<file path="src/rtl/core/owbm_pkg.sv">
`default_nettype none

package owbm_pkg;

    // Tick counter width; the counter saturates at its all-ones value.
    localparam int COUNTER_BITS = 10;
    localparam int CFG_W        = 10;
    localparam int CFG_NUM      = 7;
    localparam int CMP_W        = (COUNTER_BITS > CFG_W) ? COUNTER_BITS : CFG_W;
    localparam int ADDR_W       = 5;

    localparam logic [COUNTER_BITS-1:0] CNT_MAX = '1;

    // Register indexes on the configuration port.
    typedef enum logic [2:0] {
        REG_RESET_LOW     = 3'd0,
        REG_RESET_RELEASE = 3'd1,
        REG_PRESENCE      = 3'd2,
        REG_SLOT_START    = 3'd3,
        REG_WRITE_HOLD    = 3'd4,
        REG_READ_SAMPLE   = 3'd5,
        REG_READ_RECOVERY = 3'd6
    } reg_idx_t;

    localparam logic [CFG_W-1:0] RST_RESET_LOW     = 10'd750;
    localparam logic [CFG_W-1:0] RST_RESET_RELEASE = 10'd15;
    localparam logic [CFG_W-1:0] RST_PRESENCE      = 10'd240;
    localparam logic [CFG_W-1:0] RST_SLOT_START    = 10'd2;
    localparam logic [CFG_W-1:0] RST_WRITE_HOLD    = 10'd60;
    localparam logic [CFG_W-1:0] RST_READ_SAMPLE   = 10'd10;
    localparam logic [CFG_W-1:0] RST_READ_RECOVERY = 10'd60;

    // Command codes carried in func.
    localparam logic [1:0] FUNC_TICK  = 2'd0;
    localparam logic [1:0] FUNC_RESET = 2'd1;
    localparam logic [1:0] FUNC_WRITE = 2'd2;
    localparam logic [1:0] FUNC_READ  = 2'd3;

    // Operation status codes.
    localparam logic [1:0] STAT_OK          = 2'd0;
    localparam logic [1:0] STAT_NO_PRESENCE = 2'd1;
    localparam logic [1:0] STAT_NO_RELEASE  = 2'd2;

    typedef struct packed {
        logic [CFG_W-1:0] reset_low_ticks;
        logic [CFG_W-1:0] reset_release_ticks;
        logic [CFG_W-1:0] presence_limit;
        logic [CFG_W-1:0] slot_start_ticks;
        logic [CFG_W-1:0] write_hold_ticks;
        logic [CFG_W-1:0] read_sample_ticks;
        logic [CFG_W-1:0] read_recovery_ticks;
    } owbm_cfg_t;

    typedef struct packed {
        logic       drive_low;
        logic       busy_res;
        logic       done_res;
        logic [1:0] status;
        logic [7:0] rx_byte;
    } owbm_res_t;

endpackage

`default_nettype wire

</file>
<file path="src/rtl/core/owbm_ifs.sv">
`default_nettype none

interface owbm_cmd_if;
    logic       valid;
    logic       ready;
    logic [1:0] func;
    logic [7:0] tx_byte;
    logic       bus_sample;

    modport source (output valid, output func, output tx_byte, output bus_sample,
                    input ready);
    modport sink   (input valid, input func, input tx_byte, input bus_sample,
                    output ready);
endinterface

interface owbm_res_if;
    logic       valid;
    logic       ready;
    logic       drive_low;
    logic       busy_res;
    logic       done_res;
    logic [1:0] status;
    logic [7:0] rx_byte;

    modport source (output valid, output drive_low, output busy_res, output done_res,
                    output status, output rx_byte, input ready);
    modport sink   (input valid, input drive_low, input busy_res, input done_res,
                    input status, input rx_byte, output ready);
endinterface

`default_nettype wire

</file>
<file path="src/rtl/core/one_wire_bus_master.sv">
// Channel  Role        Payload
// cmd      item in     func, tx_byte, bus_sample
// res      item out    drive_low, busy_res, done_res, status, rx_byte
// APB      config      seven 10-bit timing registers at byte address 4*i
//
// For each item the engine state is updated and the result is written
// into the output buffer at the same clock edge.
// One item per cycle is sustained while the output side is ready; a
// two-entry output buffer lets one further item in while a result is stalled.
// Reset (rst_n, asynchronous) returns the engine to idle and the registers
// to their default timings.
`default_nettype none

module one_wire_bus_master
(
    input  wire logic                        clk,
    input  wire logic                        rst_n,
    owbm_cmd_if.sink                         cmd,
    owbm_res_if.source                       res,
    input  wire logic                        psel,
    input  wire logic                        penable,
    input  wire logic                        pwrite,
    input  wire logic [owbm_pkg::ADDR_W-1:0] paddr,
    input  wire logic [31:0]                 pwdata,
    output logic [31:0]                      prdata,
    output logic                             pready
);

    owbm_pkg::owbm_cfg_t cfg;
    owbm_pkg::owbm_res_t eng_res;
    owbm_pkg::owbm_res_t buf_res;
    logic                accept;
    logic                can_push;

    assign cmd.ready = can_push;
    assign accept    = cmd.valid & can_push;

    owbm_cfg_regs u_cfg
    (
        .clk     (clk),
        .rst_n   (rst_n),
        .psel    (psel),
        .penable (penable),
        .pwrite  (pwrite),
        .paddr   (paddr),
        .pwdata  (pwdata),
        .prdata  (prdata),
        .pready  (pready),
        .cfg     (cfg)
    );

    owbm_engine u_engine
    (
        .clk        (clk),
        .rst_n      (rst_n),
        .accept     (accept),
        .func       (cmd.func),
        .tx_byte    (cmd.tx_byte),
        .bus_sample (cmd.bus_sample),
        .cfg        (cfg),
        .res        (eng_res)
    );

    owbm_out_buf u_out
    (
        .clk       (clk),
        .rst_n     (rst_n),
        .push      (accept),
        .push_data (eng_res),
        .can_push  (can_push),
        .out_valid (res.valid),
        .out_ready (res.ready),
        .out_data  (buf_res)
    );

    assign res.drive_low = buf_res.drive_low;
    assign res.busy_res  = buf_res.busy_res;
    assign res.done_res  = buf_res.done_res;
    assign res.status    = buf_res.status;
    assign res.rx_byte   = buf_res.rx_byte;

endmodule

`default_nettype wire

</file>
<file path="src/rtl/core/owbm_cfg_regs.sv">
`default_nettype none

module owbm_cfg_regs
(
    input  wire logic                       clk,
    input  wire logic                       rst_n,
    input  wire logic                       psel,
    input  wire logic                       penable,
    input  wire logic                       pwrite,
    input  wire logic [owbm_pkg::ADDR_W-1:0] paddr,
    input  wire logic [31:0]                pwdata,
    output logic [31:0]                     prdata,
    output logic                            pready,
    output owbm_pkg::owbm_cfg_t             cfg
);

    owbm_pkg::owbm_cfg_t cfg_reg;
    owbm_pkg::owbm_cfg_t cfg_next;
    logic [2:0]          idx;
    logic [owbm_pkg::CFG_W-1:0] wval;
    logic [owbm_pkg::CFG_W-1:0] rval;

    assign idx    = paddr[4:2];
    assign wval   = pwdata[owbm_pkg::CFG_W-1:0];
    assign pready = 1'b1;
    assign cfg    = cfg_reg;

    always_comb
    begin
        cfg_next = cfg_reg;
        if (psel && penable && pwrite)
        begin
            unique case (idx)
                owbm_pkg::REG_RESET_LOW:     cfg_next.reset_low_ticks     = wval;
                owbm_pkg::REG_RESET_RELEASE: cfg_next.reset_release_ticks = wval;
                owbm_pkg::REG_PRESENCE:      cfg_next.presence_limit      = wval;
                owbm_pkg::REG_SLOT_START:    cfg_next.slot_start_ticks    = wval;
                owbm_pkg::REG_WRITE_HOLD:    cfg_next.write_hold_ticks    = wval;
                owbm_pkg::REG_READ_SAMPLE:   cfg_next.read_sample_ticks   = wval;
                owbm_pkg::REG_READ_RECOVERY: cfg_next.read_recovery_ticks = wval;
                default:                     cfg_next = cfg_reg;
            endcase
        end
    end

    always_comb
    begin
        unique case (idx)
            owbm_pkg::REG_RESET_LOW:     rval = cfg_reg.reset_low_ticks;
            owbm_pkg::REG_RESET_RELEASE: rval = cfg_reg.reset_release_ticks;
            owbm_pkg::REG_PRESENCE:      rval = cfg_reg.presence_limit;
            owbm_pkg::REG_SLOT_START:    rval = cfg_reg.slot_start_ticks;
            owbm_pkg::REG_WRITE_HOLD:    rval = cfg_reg.write_hold_ticks;
            owbm_pkg::REG_READ_SAMPLE:   rval = cfg_reg.read_sample_ticks;
            owbm_pkg::REG_READ_RECOVERY: rval = cfg_reg.read_recovery_ticks;
            default:                     rval = '0;
        endcase
        prdata = 32'(rval);
    end

    always_ff @(posedge clk or negedge rst_n)
    begin
        if (!rst_n)
        begin
            cfg_reg.reset_low_ticks     <= owbm_pkg::RST_RESET_LOW;
            cfg_reg.reset_release_ticks <= owbm_pkg::RST_RESET_RELEASE;
            cfg_reg.presence_limit      <= owbm_pkg::RST_PRESENCE;
            cfg_reg.slot_start_ticks    <= owbm_pkg::RST_SLOT_START;
            cfg_reg.write_hold_ticks    <= owbm_pkg::RST_WRITE_HOLD;
            cfg_reg.read_sample_ticks   <= owbm_pkg::RST_READ_SAMPLE;
            cfg_reg.read_recovery_ticks <= owbm_pkg::RST_READ_RECOVERY;
        end
        else
        begin
            cfg_reg <= cfg_next;
        end
    end

endmodule

`default_nettype wire

</file>
<file path="src/rtl/core/owbm_engine.sv">
`default_nettype none

module owbm_engine
(
    input  wire logic                clk,
    input  wire logic                rst_n,
    input  wire logic                accept,
    input  wire logic [1:0]          func,
    input  wire logic [7:0]          tx_byte,
    input  wire logic                bus_sample,
    input  wire owbm_pkg::owbm_cfg_t cfg,
    output owbm_pkg::owbm_res_t      res
);

    typedef enum logic [3:0] {
        PH_IDLE   = 4'd0,
        PH_RLOW   = 4'd1,
        PH_RREL   = 4'd2,
        PH_PLOW   = 4'd3,
        PH_PHIGH  = 4'd4,
        PH_WSTART = 4'd5,
        PH_WHOLD  = 4'd6,
        PH_WGAP   = 4'd7,
        PH_RSTART = 4'd8,
        PH_RWAIT  = 4'd9,
        PH_RREC   = 4'd10
    } phase_t;

    phase_t                           phase_reg, phase_next;
    logic [owbm_pkg::COUNTER_BITS-1:0] tick_reg, tick_next;
    logic [2:0]                       bit_reg, bit_next;
    logic [7:0]                       shift_reg, shift_next;
    logic [1:0]                       status_reg, status_next;
    logic [7:0]                       rx_reg, rx_next;
    logic                             done;

    logic [owbm_pkg::CFG_W-1:0]        lim;
    logic [owbm_pkg::COUNTER_BITS-1:0] cnt_inc;
    logic                             hit;

    // Limit of the current phase, and the counter step shared by all phases.
    always_comb
    begin
        case (phase_reg)
            PH_RLOW:                          lim = cfg.reset_low_ticks;
            PH_RREL:                          lim = cfg.reset_release_ticks;
            PH_PLOW, PH_PHIGH:                lim = cfg.presence_limit;
            PH_WHOLD:                         lim = cfg.write_hold_ticks;
            PH_RWAIT:                         lim = cfg.read_sample_ticks;
            PH_RREC:                          lim = cfg.read_recovery_ticks;
            default:                          lim = cfg.slot_start_ticks;
        endcase
        cnt_inc = (tick_reg == owbm_pkg::CNT_MAX) ? tick_reg : tick_reg + 1'b1;
        hit = (owbm_pkg::CMP_W'(cnt_inc) >= owbm_pkg::CMP_W'(lim)) ||
              (cnt_inc == owbm_pkg::CNT_MAX);
    end

    always_comb
    begin
        phase_next  = phase_reg;
        tick_next   = tick_reg;
        bit_next    = bit_reg;
        shift_next  = shift_reg;
        status_next = status_reg;
        rx_next     = rx_reg;
        done        = 1'b0;

        if (func == owbm_pkg::FUNC_TICK)
        begin
            if (phase_reg != PH_IDLE)
            begin
                tick_next = hit ? '0 : cnt_inc;
                unique case (phase_reg)
                    PH_RLOW:
                    begin
                        if (hit) phase_next = PH_RREL;
                    end
                    PH_RREL:
                    begin
                        if (hit) phase_next = PH_PLOW;
                    end
                    PH_PLOW:
                    begin
                        if (!bus_sample)
                        begin
                            phase_next = PH_PHIGH;
                            tick_next  = '0;
                        end
                        else if (hit)
                        begin
                            status_next = owbm_pkg::STAT_NO_PRESENCE;
                            done        = 1'b1;
                            phase_next  = PH_IDLE;
                        end
                    end
                    PH_PHIGH:
                    begin
                        if (bus_sample)
                        begin
                            status_next = owbm_pkg::STAT_OK;
                            done        = 1'b1;
                            phase_next  = PH_IDLE;
                            tick_next   = '0;
                        end
                        else if (hit)
                        begin
                            status_next = owbm_pkg::STAT_NO_RELEASE;
                            done        = 1'b1;
                            phase_next  = PH_IDLE;
                        end
                    end
                    PH_WSTART:
                    begin
                        if (hit) phase_next = PH_WHOLD;
                    end
                    PH_WHOLD:
                    begin
                        if (hit) phase_next = PH_WGAP;
                    end
                    PH_WGAP:
                    begin
                        if (hit)
                        begin
                            shift_next = {1'b0, shift_reg[7:1]};
                            if (bit_reg == 3'd7)
                            begin
                                status_next = owbm_pkg::STAT_OK;
                                done        = 1'b1;
                                phase_next  = PH_IDLE;
                            end
                            else
                            begin
                                bit_next   = bit_reg + 3'd1;
                                phase_next = PH_WSTART;
                            end
                        end
                    end
                    PH_RSTART:
                    begin
                        if (hit) phase_next = PH_RWAIT;
                    end
                    PH_RWAIT:
                    begin
                        if (hit)
                        begin
                            shift_next = {bus_sample, shift_reg[7:1]};
                            phase_next = PH_RREC;
                        end
                    end
                    PH_RREC:
                    begin
                        if (hit)
                        begin
                            if (bit_reg == 3'd7)
                            begin
                                rx_next     = shift_reg;
                                status_next = owbm_pkg::STAT_OK;
                                done        = 1'b1;
                                phase_next  = PH_IDLE;
                            end
                            else
                            begin
                                bit_next   = bit_reg + 3'd1;
                                phase_next = PH_RSTART;
                            end
                        end
                    end
                    default:
                    begin
                        phase_next = PH_IDLE;
                        tick_next  = '0;
                    end
                endcase
            end
        end
        else if (phase_reg == PH_IDLE)
        begin
            // A command while an operation runs is dropped without effect.
            bit_next  = '0;
            tick_next = '0;
            unique case (func)
                owbm_pkg::FUNC_RESET:
                begin
                    phase_next = PH_RLOW;
                end
                owbm_pkg::FUNC_WRITE:
                begin
                    shift_next = tx_byte;
                    phase_next = PH_WSTART;
                end
                default:
                begin
                    shift_next = '0;
                    phase_next = PH_RSTART;
                end
            endcase
        end
    end

    always_comb
    begin
        case (phase_next)
            PH_RLOW, PH_WSTART, PH_RSTART: res.drive_low = 1'b1;
            PH_WHOLD:                      res.drive_low = ~shift_next[0];
            default:                       res.drive_low = 1'b0;
        endcase
        res.busy_res = (phase_next != PH_IDLE);
        res.done_res = done;
        res.status   = status_next;
        res.rx_byte  = rx_next;
    end

    always_ff @(posedge clk or negedge rst_n)
    begin
        if (!rst_n)
        begin
            phase_reg  <= PH_IDLE;
            tick_reg   <= '0;
            bit_reg    <= '0;
            shift_reg  <= '0;
            status_reg <= owbm_pkg::STAT_OK;
            rx_reg     <= '0;
        end
        else if (accept)
        begin
            phase_reg  <= phase_next;
            tick_reg   <= tick_next;
            bit_reg    <= bit_next;
            shift_reg  <= shift_next;
            status_reg <= status_next;
            rx_reg     <= rx_next;
        end
    end

endmodule

`default_nettype wire

</file>
<file path="src/rtl/core/owbm_out_buf.sv">
`default_nettype none

module owbm_out_buf
(
    input  wire logic                clk,
    input  wire logic                rst_n,
    input  wire logic                push,
    input  wire owbm_pkg::owbm_res_t push_data,
    output logic                     can_push,
    output logic                     out_valid,
    input  wire logic                out_ready,
    output owbm_pkg::owbm_res_t      out_data
);

    // Output register plus one skid entry, so the input side can take one more
    // item while a finished item waits to be taken.
    owbm_pkg::owbm_res_t main_reg;
    owbm_pkg::owbm_res_t skid_reg;
    logic                main_valid_reg;
    logic                skid_valid_reg;
    logic                pop;

    assign can_push  = ~skid_valid_reg;
    assign out_valid = main_valid_reg;
    assign out_data  = main_reg;
    assign pop       = main_valid_reg & out_ready;

    always_ff @(posedge clk or negedge rst_n)
    begin
        if (!rst_n)
        begin
            main_valid_reg <= 1'b0;
            skid_valid_reg <= 1'b0;
        end
        else if (pop)
        begin
            if (skid_valid_reg)
            begin
                skid_valid_reg <= 1'b0;
            end
            else
            begin
                main_valid_reg <= push;
            end
        end
        else if (push)
        begin
            if (main_valid_reg)
            begin
                skid_valid_reg <= 1'b1;
            end
            else
            begin
                main_valid_reg <= 1'b1;
            end
        end
    end

    always_ff @(posedge clk)
    begin
        if (pop)
        begin
            if (skid_valid_reg)
            begin
                main_reg <= skid_reg;
            end
            else if (push)
            begin
                main_reg <= push_data;
            end
        end
        else if (push)
        begin
            if (main_valid_reg)
            begin
                skid_reg <= push_data;
            end
            else
            begin
                main_reg <= push_data;
            end
        end
    end

endmodule

`default_nettype wire

</file>
<file path="src/flat_wrapper.sv">
// flat-port wrapper written by rule: the top's interface ports become plain ports
module one_wire_bus_master_flat 
  (clk, rst_n, psel, penable, pwrite, paddr, pwdata, prdata, pready, cmd_valid, cmd_func, cmd_tx_byte, cmd_bus_sample, cmd_ready, res_valid, res_drive_low, res_busy_res, res_done_res, res_status, res_rx_byte, res_ready);
  owbm_cmd_if cmd_i ();
  owbm_res_if res_i ();
  input  wire logic clk;
  input  wire logic rst_n;
  input  wire logic psel;
  input  wire logic penable;
  input  wire logic pwrite;
  input  wire logic [owbm_pkg::ADDR_W-1:0] paddr;
  input  wire logic [31:0] pwdata;
  output logic [31:0] prdata;
  output logic pready;
  input wire logic [$bits(cmd_i.valid)-1:0] cmd_valid;
  input wire logic [$bits(cmd_i.func)-1:0] cmd_func;
  input wire logic [$bits(cmd_i.tx_byte)-1:0] cmd_tx_byte;
  input wire logic [$bits(cmd_i.bus_sample)-1:0] cmd_bus_sample;
  output wire logic [$bits(cmd_i.ready)-1:0] cmd_ready;
  output wire logic [$bits(res_i.valid)-1:0] res_valid;
  output wire logic [$bits(res_i.drive_low)-1:0] res_drive_low;
  output wire logic [$bits(res_i.busy_res)-1:0] res_busy_res;
  output wire logic [$bits(res_i.done_res)-1:0] res_done_res;
  output wire logic [$bits(res_i.status)-1:0] res_status;
  output wire logic [$bits(res_i.rx_byte)-1:0] res_rx_byte;
  input wire logic [$bits(res_i.ready)-1:0] res_ready;
  assign cmd_i.valid = cmd_valid;
  assign cmd_i.func = cmd_func;
  assign cmd_i.tx_byte = cmd_tx_byte;
  assign cmd_i.bus_sample = cmd_bus_sample;
  assign cmd_ready = cmd_i.ready;
  assign res_valid = res_i.valid;
  assign res_drive_low = res_i.drive_low;
  assign res_busy_res = res_i.busy_res;
  assign res_done_res = res_i.done_res;
  assign res_status = res_i.status;
  assign res_rx_byte = res_i.rx_byte;
  assign res_i.ready = res_ready;
  one_wire_bus_master u_core (.clk(clk), .rst_n(rst_n), .cmd(cmd_i), .res(res_i), .psel(psel), .penable(penable), .pwrite(pwrite), .paddr(paddr), .pwdata(pwdata), .prdata(prdata), .pready(pready));
endmodule
</file>
<file path="config.mk">
export PLATFORM = sky130hd
export DESIGN_NAME = one_wire_bus_master_flat
export DESIGN_NICKNAME = d
export VERILOG_FILES = /design/src/rtl/core/owbm_pkg.sv /design/src/rtl/core/owbm_ifs.sv /design/src/rtl/core/one_wire_bus_master.sv /design/src/rtl/core/owbm_cfg_regs.sv /design/src/rtl/core/owbm_engine.sv /design/src/rtl/core/owbm_out_buf.sv /design/src/flat_wrapper.sv
export SDC_FILE = /design/constraint.sdc
export NUM_CORES = 1
export LEC_CHECK = 0
export BUFFER_PORTS_ARGS = -buffer_cell sky130_fd_sc_hd__clkbuf_2
export CORE_ASPECT_RATIO = 0.75
export CORE_UTILIZATION = 50
export DETAILED_ROUTE_END_ITERATION = 16
export HOLD_SLACK_MARGIN = 0.05
export MAX_ROUTING_LAYER = met4
export PLACE_DENSITY_LB_ADDON = 0.12
export SLEW_MARGIN = 10
export SYNTH_ARGS = -nofsm -noshare
export SYNTH_HDL_FRONTEND = slang
export SYNTH_SLANG_ARGS = --single-unit
</file>
<file path="constraint.sdc">
create_clock -name clk -period 5.6 [get_ports clk]
set_input_delay 0 -clock clk [delete_from_list [all_inputs] [get_ports clk]]
set_output_delay 0 -clock clk [all_outputs]
set_load 0.03 [all_outputs]
</file>
==> out/results.txt <==
Largest register FFs: 70
crit-path cells: inv_1 -> nor2_1 -> nand2_1 -> nand2_1 -> a222oi_1 -> o21ai_0 -> a21oi_1 -> ha_1 -> o2111a_1 -> o21ai_0 -> and3b_1 -> or2_2 -> and2_4 -> nor2_4 -> and3_4 -> mux2_2 -> mux2_2
unrepaired setup endpoints after global routing: false
critical path arrival: 5050 ps
Crit Path Max Fanout: 11
core box area: 15320 µm²
GPL Wtd Cong: 0.8769
row count: 39
vias: 6313
antenna-violating nets left: 0
Final period util: 87.01%
wire length reported by the detailed router: 20480 µm
Max Slew Vio Count: 0
Slowest cell on crit path: dfrtp_1
P&R area growth vs syn: 14.05%
max frequency: 205.2 MHz
FF-to-FF path depth: 17
vias in the first global route: 6015
outcome: finished, final reports clean
dpl hpwl: 14040 µm
Critical Path Source Type: flop
Starting Density: 51.55%
sw frac: 38.68%
largest net degree at the start of global routing: 62
first-pass GRT wire length: 32920 µm
Max Cap Viol: 0
Pwr Density: 444.5 nW/µm²
chip width: 147.1 µm
die area: 16310 µm²
Cell variety after synth: 77
Hold Buf Count CTS: 20
CTS buffer count: 17
Sw Pwr: 1.549 mW
CTS clock-pin slew for the worst setup and hold paths: 60 ps
syn avg cell area: 10.73 µm²
Initial DRC Count: 571
Final setup viols: 0
Leak Pwr: 3.833 nW
Vias/cell: 6.201
Buf/Inv on CP: 1
TritonCTS clock tree: done
Pre-antenna DRT Iters: 7
drt drc: 0
Worst Setup End Kind: flop
Power Internal: 2.456 mW
Yosys warnings: 0
Cells after Synth: 736
Slew @ Worst Pin: 1372 ps
Reg power frac: 36.4%
Slew Limit Headroom: 8.194%
setup TNS: 0 ps
I/O pins: 103
Post-synth EDFFs: 26
WHS Path Cells: 4
Worst Skew: 14.24 ps
CP Class: reg2reg
cell taking the most area after synthesis: dfrtp_1
Die H: 110.9 µm
ys flop type: dfrtp_1
Antenna diodes: 0
PnR worst setup slack: 727.6 ps
CTS resizes: 0
HP Class: in2reg
crit-path leading delay family: simple AND/OR/NAND/NOR gates
drt wl/cell: 20.12 µm
Post-Place Setup Slack: 837.0 ps
clock root cell: clkbuf_16
CP peak stage delay: 550 ps
cell with the most instances after synthesis: mux2_2
synthesized area: 7899 µm²
Hold Startpoint: cmd_valid
Layout Nets: 873
Yosys reg bits: 133
clk sink count: 133
H-tree depth: 4
Hold Fails Final Rpt: 0
worst skew pair latency: 420 ps
reg2reg start: u_core.u_engine.phase_reg[2]
layout cell share with drive strength beyond 1: 31.00%
Req. time, crit path: 5770 ps
top post-synthesis cells by area: dfrtp_1, mux2_2, edfxtp_1
minimum clock period: 4872 ps
synth cell count leaders: mux2_2, dfrtp_1, nor2_1, nand2_1, a21oi_1
Max IR drop VDD: 0.0002967 V
Total Power: 4.004 mW
fraction of registers with async set/reset: 80.45%
post-synth top area share: 25.66%
Comb power frac: 36.3%
FILL cells: 1320
critical path depth in cells: 17
GRT Overall Usage: 26.90%
clk buf depth: 2
initial antenna violation count: 0
Clk network pwr share: 27.4%
gr ovfl total: 0
critical path launch point: u_core.u_engine.phase_reg[2]
# Post-CTS Setup Buffers: 0
# port buffers: 55
sequential fraction of the synthesis area: 44.19%
==> final timing paths <==
| kind | slack, ps | to |
|---|---|---|
| max | 730 | u_core.u_out.out_data[7] |
| min | 100 | u_core.u_engine.shift_reg[0] |
| max reg2reg | 730 | u_core.u_out.out_data[7] |
| min reg2reg | 490 | u_core.u_engine.bit_reg[1] |
| max in group asynchronous | 4260 | u_core.u_engine.bit_reg[0] |
| min in group asynchronous | 120 | u_core.u_cfg.cfg[64] |
==> cell families after synthesis <==
| kind of cell | count (synthesis) | synth area share [%] |
|---|---|---|
| simple gates | 199 | 12.67 |
| flops | 133 | 44.19 |
| other cells | 2 | 0.09508 |
| mux | 131 | 18.90 |
| buf+inv | 74 | 5.243 |
| xor+xnor | 1 | 0.1109 |
| fa+ha+maj | 18 | 2.851 |
| compound gates | 178 | 15.94 |
==> cell type report <==
class	count	area (µm²)	share of cell area, %
inverter	11	41.29	0.4583
multi-input combinational	550	4073	45.21
timing repair buffer	87	568.0	6.306
clock inverter	14	150.1	1.667
sequential	133	3491	38.75
clock buffer	18	429.2	4.764
tap	205	256.5	2.847
==> cell usage in the layout, fill, tap and decap left out, types with 23 or more instances in the layout <==
cell type / instances
mux2_2: 103
nor2_1: 52
conb_1: 23
dfstp_2: 26
nand3_1: 23
nand2_1: 51
o21ai_0: 29
clkbuf_2: 54
edfxtp_1: 26
a21oi_1: 39
dfrtp_1: 81
==> power by group through the flow <==
stage / combinational (mW) / sequential (mW) / clock [mW]
2_1_floorplan: 1.02 / 1.45 / 0
3_3_place_gp: 1.39 / 1.45 / 0
3_5_place_dp: 1.41 / 1.46 / 0
4_1_cts: 1.43 / 1.45 / 1.12
5_1_grt: 1.58 / 1.49 / 1.16
6_report: 1.45 / 1.46 / 1.10
==> worst reg2reg max path, stage by stage (launching register included) <==
cell and delay, ps:
dfrtp_1 550, inv_1 210, nor2_1 410, nand2_1 190
nand2_1 490, a222oi_1 220, o21ai_0 110, a21oi_1 80
ha_1 300, o2111a_1 180, o21ai_0 80, and3b_1 200
or2_2 370, and2_4 200, nor2_4 120, and3_4 280
mux2_2 370, mux2_2 260
==> metrics by stage <==
stage / std cells / hold slack [ps] / util [%] / cell area [µm²]
2_1_floorplan: 757 / -295.6 / - / 7978
3_3_place_gp: 966 / 36.70 / 53.71 / 8229
3_5_place_dp: 966 / 40.83 / 53.71 / 8229
4_1_cts: 1018 / 91.90 / 58.79 / 9009
5_1_grt: 1018 / 124.3 / 58.79 / 9009
6_report: 1018 / 103.4 / 58.79 / 9009
==> routing by layer <==
layer  vias up  wire length [µm]  GRT usage [%]
met1      3135              9805          39.25
met3        25              1511          5.926
li1       2866                 -              -
met4         0               278          7.629
met5         -                 0              -
met2       287              8886          37.33
Power figures use the tool's default switching activity.
